`src/rtl/aar_pkg.sv`:
```
// shared types and constants for the bounding box accumulator
`default_nettype none

package aar_pkg;

    localparam int COORD_BITS = 24;
    localparam int RAD_BITS   = COORD_BITS + 1;
    localparam int EPS_BITS   = 23;

    localparam logic signed [COORD_BITS-1:0] COORD_MAX = {1'b0, {(COORD_BITS-1){1'b1}}};
    localparam logic signed [COORD_BITS-1:0] COORD_MIN = {1'b1, {(COORD_BITS-1){1'b0}}};

    typedef struct packed {
        logic                         start_new;
        logic signed [COORD_BITS-1:0] lo_x;
        logic signed [COORD_BITS-1:0] lo_y;
        logic signed [COORD_BITS-1:0] lo_z;
        logic signed [COORD_BITS-1:0] hi_x;
        logic signed [COORD_BITS-1:0] hi_y;
        logic signed [COORD_BITS-1:0] hi_z;
    } in_item_t;

    typedef struct packed {
        logic [2:0]                   moved_count;
        logic signed [COORD_BITS-1:0] min_x;
        logic signed [COORD_BITS-1:0] min_y;
        logic signed [COORD_BITS-1:0] min_z;
        logic signed [COORD_BITS-1:0] max_x;
        logic signed [COORD_BITS-1:0] max_y;
        logic signed [COORD_BITS-1:0] max_z;
        logic [RAD_BITS-1:0]          radius;
    } out_item_t;

    typedef enum logic [1:0] {
        ST_IDLE,
        ST_SUM,
        ST_ROOT,
        ST_FIN
    } state_t;

endpackage

`default_nettype wire

```
`src/rtl/aar_sqrt.sv`:
```
// iterative restoring square root, one root bit per cycle, saturating
`default_nettype none

module aar_sqrt #(
    parameter int IN_W = 52
) (
    input  wire logic                         clk,
    input  wire logic                         rst_n,
    input  wire logic                         start,
    input  wire logic [IN_W-1:0]              radicand,
    output logic                              done,
    output logic [aar_pkg::RAD_BITS-1:0]      root
);

    localparam int RB    = aar_pkg::RAD_BITS;
    localparam int SQ_W  = 2 * RB;
    localparam int EXT_W = (IN_W > SQ_W) ? IN_W : SQ_W;
    localparam int RW    = RB + 2;
    localparam int CW    = $clog2(RB + 1);

    logic [EXT_W-1:0] rad_ext;
    logic [SQ_W-1:0]  rad_reg, rad_next;
    logic [RW-1:0]    rem_reg, rem_next;
    logic [RB-1:0]    root_reg, root_next;
    logic [CW-1:0]    cnt_reg, cnt_next;
    logic             busy_reg, busy_next;
    logic             done_reg, done_next;
    logic             sat_reg, sat_next;
    logic [RW-1:0]    rem_t;
    logic [RW-1:0]    trial;

    assign rad_ext = EXT_W'(radicand);
    assign rem_t   = {rem_reg[RW-3:0], rad_reg[SQ_W-1 -: 2]};
    assign trial   = {root_reg, 2'b01};

    always_comb
    begin
        rad_next  = rad_reg;
        rem_next  = rem_reg;
        root_next = root_reg;
        cnt_next  = cnt_reg;
        busy_next = busy_reg;
        sat_next  = sat_reg;
        done_next = 1'b0;
        if (start)
        begin
            rad_next  = rad_ext[SQ_W-1:0];
            sat_next  = (rad_ext >> SQ_W) != '0;
            rem_next  = '0;
            root_next = '0;
            cnt_next  = CW'(RB);
            busy_next = 1'b1;
        end
        else if (busy_reg)
        begin
            rad_next = {rad_reg[SQ_W-3:0], 2'b00};
            if (rem_t >= trial)
            begin
                rem_next  = rem_t - trial;
                root_next = {root_reg[RB-2:0], 1'b1};
            end
            else
            begin
                rem_next  = rem_t;
                root_next = {root_reg[RB-2:0], 1'b0};
            end
            cnt_next = cnt_reg - CW'(1);
            if (cnt_reg == CW'(1))
            begin
                busy_next = 1'b0;
                done_next = 1'b1;
            end
        end
    end

    always_ff @(posedge clk or negedge rst_n)
    begin
        if (!rst_n)
        begin
            cnt_reg  <= '0;
            busy_reg <= 1'b0;
            done_reg <= 1'b0;
        end
        else
        begin
            cnt_reg  <= cnt_next;
            busy_reg <= busy_next;
            done_reg <= done_next;
        end
    end

    always_ff @(posedge clk)
    begin
        rad_reg  <= rad_next;
        rem_reg  <= rem_next;
        root_reg <= root_next;
        sat_reg  <= sat_next;
    end

    assign done = done_reg;
    assign root = sat_reg ? {RB{1'b1}} : root_reg;

endmodule

`default_nettype wire

```
`src/rtl/aabb_accumulate_radius.sv`:
```
// top level: box merge, shared squaring unit and sequencer around the square root
// no bound moved and start_new low: idle, finish state, output register; otherwise
// the sum state (three squared extents through one multiplier) and the root state
// come before the finish state. Items are taken only in the idle state, and
// a finished result waits in the output register while the next item is taken
// reset: box empty (min at largest, max at smallest), radius 0, epsilon 1
`default_nettype none

module aabb_accumulate_radius #(
    parameter int FRAC_BITS = 12
) (
    input  wire logic                          clk,
    input  wire logic                          rst_n,
    input  wire logic                          cfg_we,
    input  wire logic [aar_pkg::EPS_BITS-1:0]  cfg_data,
    input  wire logic                          item_valid,
    output logic                               item_ready,
    input  wire aar_pkg::in_item_t             item,
    output logic                               result_valid,
    input  wire logic                          result_ready,
    output aar_pkg::out_item_t                 result
);

    localparam int CB    = aar_pkg::COORD_BITS;
    localparam int EB    = aar_pkg::EPS_BITS;
    localparam int SQ_B  = 2 * CB;
    localparam int EPS_B = EB + FRAC_BITS;
    localparam int SUM_W = ((SQ_B > EPS_B) ? SQ_B : EPS_B) + 2;

    aar_pkg::state_t state_reg, state_next;

    logic signed [CB-1:0]       box_min_reg [3];
    logic signed [CB-1:0]       box_max_reg [3];
    logic signed [CB-1:0]       min_new [3];
    logic signed [CB-1:0]       max_new [3];
    logic signed [CB-1:0]       lo_in [3];
    logic signed [CB-1:0]       hi_in [3];
    logic [aar_pkg::RAD_BITS-1:0] radius_reg;
    logic [EB-1:0]              eps_reg;
    logic [2:0]                 moved_reg;
    logic [2:0]                 moved;
    logic [1:0]                 cnt_reg, cnt_next;
    logic [SUM_W-1:0]           prod_reg;
    logic [SUM_W-1:0]           sum_reg;
    aar_pkg::out_item_t         out_reg;
    logic                       out_valid_reg;

    logic                       accept;
    logic                       out_load;
    logic                       sq_start;
    logic                       sq_done;
    logic [aar_pkg::RAD_BITS-1:0] sq_root;
    logic signed [CB-1:0]       sel_min;
    logic signed [CB-1:0]       sel_max;
    logic signed [CB:0]         ext;
    logic                       below;
    logic [CB-1:0]              mag;
    logic [SQ_B-1:0]            sq;
    logic [SUM_W-1:0]           term;

    assign lo_in[0] = item.lo_x;
    assign lo_in[1] = item.lo_y;
    assign lo_in[2] = item.lo_z;
    assign hi_in[0] = item.hi_x;
    assign hi_in[1] = item.hi_y;
    assign hi_in[2] = item.hi_z;

    assign item_ready = (state_reg == aar_pkg::ST_IDLE);
    assign accept     = item_valid && item_ready;

    // merge
    always_comb
    begin
        logic signed [CB-1:0] base_min;
        logic signed [CB-1:0] base_max;
        moved = 3'd0;
        for (int i = 0; i < 3; i++)
        begin
            base_min = item.start_new ? aar_pkg::COORD_MAX : box_min_reg[i];
            base_max = item.start_new ? aar_pkg::COORD_MIN : box_max_reg[i];
            min_new[i] = base_min;
            max_new[i] = base_max;
            if (hi_in[i] > base_max)
            begin
                max_new[i] = hi_in[i];
                moved = moved + 3'd1;
            end
            if (lo_in[i] < base_min)
            begin
                min_new[i] = lo_in[i];
                moved = moved + 3'd1;
            end
        end
    end

    // per-axis term through the shared multiplier
    always_comb
    begin
        case (cnt_reg)
            2'd0:
            begin
                sel_min = box_min_reg[0];
                sel_max = box_max_reg[0];
            end
            2'd1:
            begin
                sel_min = box_min_reg[1];
                sel_max = box_max_reg[1];
            end
            default:
            begin
                sel_min = box_min_reg[2];
                sel_max = box_max_reg[2];
            end
        endcase
    end

    assign ext   = (CB+1)'(sel_max) - (CB+1)'(sel_min);
    assign below = ext < $signed({{(CB+1-EB){1'b0}}, eps_reg});
    assign mag   = ext[CB-1:0];
    assign sq    = mag * mag;
    assign term  = below ? (SUM_W'(eps_reg) << FRAC_BITS) : SUM_W'(sq);

    // sequencer
    always_comb
    begin
        state_next = state_reg;
        cnt_next   = cnt_reg;
        sq_start   = 1'b0;
        out_load   = 1'b0;
        unique case (state_reg)
            aar_pkg::ST_IDLE:
            begin
                if (accept)
                begin
                    cnt_next = 2'd0;
                    if (moved != 3'd0 || item.start_new)
                        state_next = aar_pkg::ST_SUM;
                    else
                        state_next = aar_pkg::ST_FIN;
                end
            end
            aar_pkg::ST_SUM:
            begin
                cnt_next = cnt_reg + 2'd1;
                if (cnt_reg == 2'd3)
                    state_next = aar_pkg::ST_ROOT;
            end
            aar_pkg::ST_ROOT:
            begin
                if (cnt_reg == 2'd0)
                begin
                    sq_start = 1'b1;
                    cnt_next = 2'd1;
                end
                if (sq_done)
                    state_next = aar_pkg::ST_FIN;
            end
            aar_pkg::ST_FIN:
            begin
                if (!out_valid_reg || result_ready)
                begin
                    out_load   = 1'b1;
                    state_next = aar_pkg::ST_IDLE;
                end
            end
            default:
            begin
                state_next = aar_pkg::ST_IDLE;
            end
        endcase
    end

    always_ff @(posedge clk or negedge rst_n)
    begin
        if (!rst_n)
        begin
            state_reg     <= aar_pkg::ST_IDLE;
            cnt_reg       <= 2'd0;
            out_valid_reg <= 1'b0;
            eps_reg       <= EB'(1);
            radius_reg    <= '0;
            for (int i = 0; i < 3; i++)
            begin
                box_min_reg[i] <= aar_pkg::COORD_MAX;
                box_max_reg[i] <= aar_pkg::COORD_MIN;
            end
        end
        else
        begin
            state_reg <= state_next;
            cnt_reg   <= cnt_next;
            if (cfg_we)
                eps_reg <= cfg_data;
            if (accept)
            begin
                for (int i = 0; i < 3; i++)
                begin
                    box_min_reg[i] <= min_new[i];
                    box_max_reg[i] <= max_new[i];
                end
            end
            if (state_reg == aar_pkg::ST_ROOT && sq_done)
                radius_reg <= sq_root;
            if (out_load)
                out_valid_reg <= 1'b1;
            else if (result_ready)
                out_valid_reg <= 1'b0;
        end
    end

    always_ff @(posedge clk)
    begin
        if (accept)
        begin
            moved_reg <= moved;
            sum_reg   <= '0;
        end
        if (state_reg == aar_pkg::ST_SUM)
        begin
            prod_reg <= term;
            if (cnt_reg != 2'd0)
                sum_reg <= sum_reg + prod_reg;
        end
        if (out_load)
        begin
            out_reg.moved_count <= moved_reg;
            out_reg.min_x       <= box_min_reg[0];
            out_reg.min_y       <= box_min_reg[1];
            out_reg.min_z       <= box_min_reg[2];
            out_reg.max_x       <= box_max_reg[0];
            out_reg.max_y       <= box_max_reg[1];
            out_reg.max_z       <= box_max_reg[2];
            out_reg.radius      <= radius_reg;
        end
    end

    aar_sqrt #(
        .IN_W (SUM_W)
    ) u_sqrt (
        .clk      (clk),
        .rst_n    (rst_n),
        .start    (sq_start),
        .radicand (sum_reg),
        .done     (sq_done),
        .root     (sq_root)
    );

    assign result_valid = out_valid_reg;
    assign result       = out_reg;

`ifndef SYNTH
    a_done_in_root: assert property (@(posedge clk) disable iff (!rst_n)
        sq_done |-> state_reg == aar_pkg::ST_ROOT)
        else $error("square root finished outside root state");

    a_no_move_skip: assert property (@(posedge clk) disable iff (!rst_n)
        accept && moved == 3'd0 && !item.start_new |=> state_reg == aar_pkg::ST_FIN)
        else $error("unmoved item did not skip the radius");

    a_moved_range: assert property (@(posedge clk) disable iff (!rst_n)
        result_valid |-> result.moved_count <= 3'd6)
        else $error("moved count above six");

    a_load_free: assert property (@(posedge clk) disable iff (!rst_n)
        out_load |-> !out_valid_reg || result_ready)
        else $error("result overwritten before taken");
`endif

endmodule

`default_nettype wire

```
`config.mk`:
```
export PLATFORM = sky130hd
export DESIGN_NAME = aabb_accumulate_radius
export DESIGN_NICKNAME = d
export VERILOG_FILES = /design/src/rtl/aar_pkg.sv /design/src/rtl/aar_sqrt.sv /design/src/rtl/aabb_accumulate_radius.sv
export SDC_FILE = /design/constraint.sdc
export NUM_CORES = 2
export LEC_CHECK = 0
export ABC_AREA = 1
export BUFFER_PORTS_ARGS = -buffer_cell sky130_fd_sc_hd__buf_2
export CAP_MARGIN = 40
export CORE_MARGIN = 10
export CORE_UTILIZATION = 45
export DETAILED_ROUTE_END_ITERATION = 7
export HOLD_SLACK_MARGIN = 0.08
export SYNTH_ARGS = -nofsm -noshare
export SYNTH_HDL_FRONTEND = slang
export SYNTH_SLANG_ARGS = --single-unit
export TNS_END_PERCENT = 30
```
`constraint.sdc`:
```
create_clock -name clk -period 12.35 [get_ports clk]
set_input_delay 0.6175 -clock clk [delete_from_list [all_inputs] [get_ports clk]]
set_output_delay 0.6175 -clock clk [all_outputs]
set_load 0.005 [all_outputs]
```
==> flow_summary_export.csv <==
group,metric,value,unit
synth,ys_seq_area_share,31.6,%
grt,grt.total_usage,26.1,%
sta,final.setup.worst_slack,1.30,ns
finish,largest_reg_flops,172,
floorplanning,fp.dieW,349,um
synth,synth_edf_count,272,
detailed_routing,drt_iter0_drc,3477,
sta,fin_setup_tns,0,ns
sta,rsz0062_at_grt,"false",
synth,yosysWarningCount,0,
clock_network,numCtsBuffers,69,
sta,max_slew_margin,36.7,%
clock_network,cts_max_level,3,
synth,synth.area.top_cells,"fa_1 17%, edfxtp_1 17%, ha_1 12%",
grt,overflow,0,
synth,postSynthCellCount,5668,
synth,synth_top_area_cell,"fa_1",
synth,syn_area,48600,um2
setup_path,worstSetupPathType,"flip-flop to flip-flop",
placed_design,dpl.hpwl,126,mm
placed_design,place_congestion,0.970,
finish,syn2layout_area_growth,11.9,%
floorplanning,dieArea,122000,um2
synth,synth_cell_types,60,
sta,clock_skew,0.0295,ns
setup_path,slowest_stage,"xor2_2",
clock_network,cts_buffer_depth,3,
clock_network,clkSinkCount,576,
job,drv_cap,0,
clock_network,insertion_delay,0.65,ns
detailed_routing,detail-route-antenna-nets,0,
finish,fillers,10300,
clock_network,post_cts_resized,0,
grt,grt_max_degree,129,
synth,synth_fp_nets,6714,
sta,min_period_over_period,89.5,%
setup_path,critPathMaxFanout,55,
synth,syn_avg_cell_area,8.58,um2
floorplanning,io_pins,347,
floorplanning,start_util,45.4,%
floorplanning,core,107000,um2
detailed_routing,drt-total-wl,160,mm
detailed_routing,wl_per_cell,21.6,um
setup_path,crit_required,12.73,ns
floorplanning,std_cell_rows,120,
floorplanning,chipHeight,349,um
finish,nets,6996,
sta,final-setup-viol-count,0,
sta,hold_violations,0,
placed_design,portBuffers,346,
sta,max_slew.worst_pin.slew,0.949,ns
grt,antenna_found_initial,10,
sta,final.min_clock_period,11.05,ns
sta,drv_slew,0,
detailed_routing,viasPerCell,5.48,
setup_path,slowest_delay,0.58,ns
detailed_routing,drc,0,
synth,synth_ff_type,"edfxtp_1",
grt,grt_pass1_wl,246,mm
sta,max_freq,90.5,MHz
clock_network,cts_tree,"yes",
clock_network,cts_setup_buffers,0,
clock_network,clk_pin_slew,0.07,ns
detailed_routing,vias,40600,
synth,synthArstFlopShare,35.4,%
synth,ys_ff_latch,576,
clock_network,root_buffer,"clkbuf_16",
setup_path,start_kind,"flip-flop",
min_path,hold_class,"input pin to flip-flop",
outcome,status,"complete, no violations",
setup_path,worst_ep_arrival_time,11.43,ns
finish,drive_gt1_share,11.3,%
synth,synth_top_area_share,17.5,%
placed_design,place_ws,1.53,ns
grt,grt_pass1_vias,40500,
setup_path,critPathCaptureType,"flip-flop",
detailed_routing,firstDrtPassIters,6,
[cells in the final DEF (no fill, tap or decap), types with 21 or more instances in the layout]
cell type  Yosys  layout
nor3_1        77      77
nand2_1     1042    1039
dfstp_2       73      73
dfrtp_1      131     131
nand4_1       42      42
xor2_1        42      42
a21oi_1      305     304
fa_1         425     425
edfxtp_1     272     272
clkbuf_16      0      71
a21o_1        21      21
nand3b_1      26      26
o21ai_0      385     385
o221ai_1      54      54
o22ai_1       51      51
dfxtp_1      100     100
a31oi_1       64      64
inv_1        919     917
o21ai_1       52      52
o21a_1        27      27
xnor2_1       37      37
inv_2         30      34
nand3_1      214     213
ha_1         448     447
or2_2         22      22
o211ai_1      45      45
buf_2         22     344
buf_4          4      52
nor2_1       468     466
[critical path, delay by kind of cell, from the launching register on]
kind | cells | cell delay [ns]
fa+ha+maj | 10 | 4.60
buf+inv | 11 | 1.97
compound gates | 8 | 1.58
simple gates | 9 | 1.48
xor+xnor | 2 | 0.65
flops | 1 | 0.42
[metal layers]
layer | share of wire, % | routed length [um] | vias to the layer above | global-route usage (%)
li1 | - | - | 19200 | -
met1 | 44 | 69900 | 19700 | 35.4
met2 | 46 | 74000 | 1419 | 42.2
met3 | 6.9 | 11100 | 262 | 4.15
met4 | 3.3 | 5220 | 6 | 9.10
met5 | 0.022 | 36 | - | 0
[timing repair]
action / in CTS / in global routing
endpoints found under the setup margin: 0 / 0
hold buffers: 1 / 0
hold endpoints to repair: 20 / 0
[synth_stat cells, types with 22 or more instances]
cell and count:
nand4_1 42, edfxtp_1 272, o21ai_0 385, inv_1 919, o21a_1 27, a31oi_1 64, nor3_1 77, buf_1 22
nand3_1 214, clkbuf_1 148, ha_1 448, buf_2 22, o211ai_1 45, or2_2 22, xor2_1 42, nand2_1 1042
o22ai_1 51, o221ai_1 54, inv_2 30, dfrtp_1 131, nor2_1 468, o21ai_1 52, dfxtp_1 100, dfstp_2 73
nand3b_1 26, xnor2_1 37, fa_1 425, a21oi_1 305
[worst paths after layout]
check	start	to	slack (ns)	cells after the start
max reg2reg	cnt_reg[0]$_DFFE_PN0P_	prod_reg[33]$_DFFE_PP_	1.30	40
min in group asynchronous	rst_n	box_max_reg[58]$_DFFE_PN0P_	0.58	2
max in group asynchronous	rst_n	u_sqrt.cnt_reg[0]$_DFFE_PN0P_	9.50	4
max	cnt_reg[0]$_DFFE_PN0P_	prod_reg[33]$_DFFE_PP_	1.30	40
min	cfg_data[8]	eps_reg[8]$_DFFE_PN0P_	0.22	3
min reg2reg	moved_reg[0]$_DFFE_PP_	result[169]$_DFFE_PP_	0.44	0
[cell type report]
type | instances | area (um2) | area share, %
diodes | 5 | 12.5 | 0.0230
multi-input cells | 3939 | 28900 | 53.1
flip-flops and latches | 576 | 15400 | 28.2
clock buffers | 88 | 1850 | 3.40
repair buffers | 410 | 2440 | 4.49
clock inverters | 39 | 494 | 0.908
inverters | 954 | 3590 | 6.59
well taps | 1403 | 1760 | 3.23
[cell families after synthesis]
kind of cell	count (synthesis)	share of synthesized area, %
AND/OR/NAND/NOR	1931	16.4
buffers and inverters	1153	9.03
AO/OA/AOI/OAI	1049	12.3
adder cells (fa/ha/maj)	873	29.0
flip-flops	576	31.6
XOR/XNOR	85	1.62
multiplexers	1	0.0232
[stage by stage]
step | instance area [um2] | utilization [%] | hold WS, ns | cells
2_1_floorplan | 48600 | - | 0.322 | 5668
3_3_place_gp | 51700 | 48.3 | 0.405 | 7269
3_5_place_dp | 52100 | 48.6 | 0.429 | 7281
4_1_cts | 54400 | 50.8 | 0.183 | 7409
5_1_grt | 54400 | 50.8 | 0.223 | 7412
6_report | 54400 | 50.8 | 0.217 | 7414
Power is left out: the tool's default activity adds up to more than one toggle a clock period on the data nets, which glitch-free logic cannot reach.
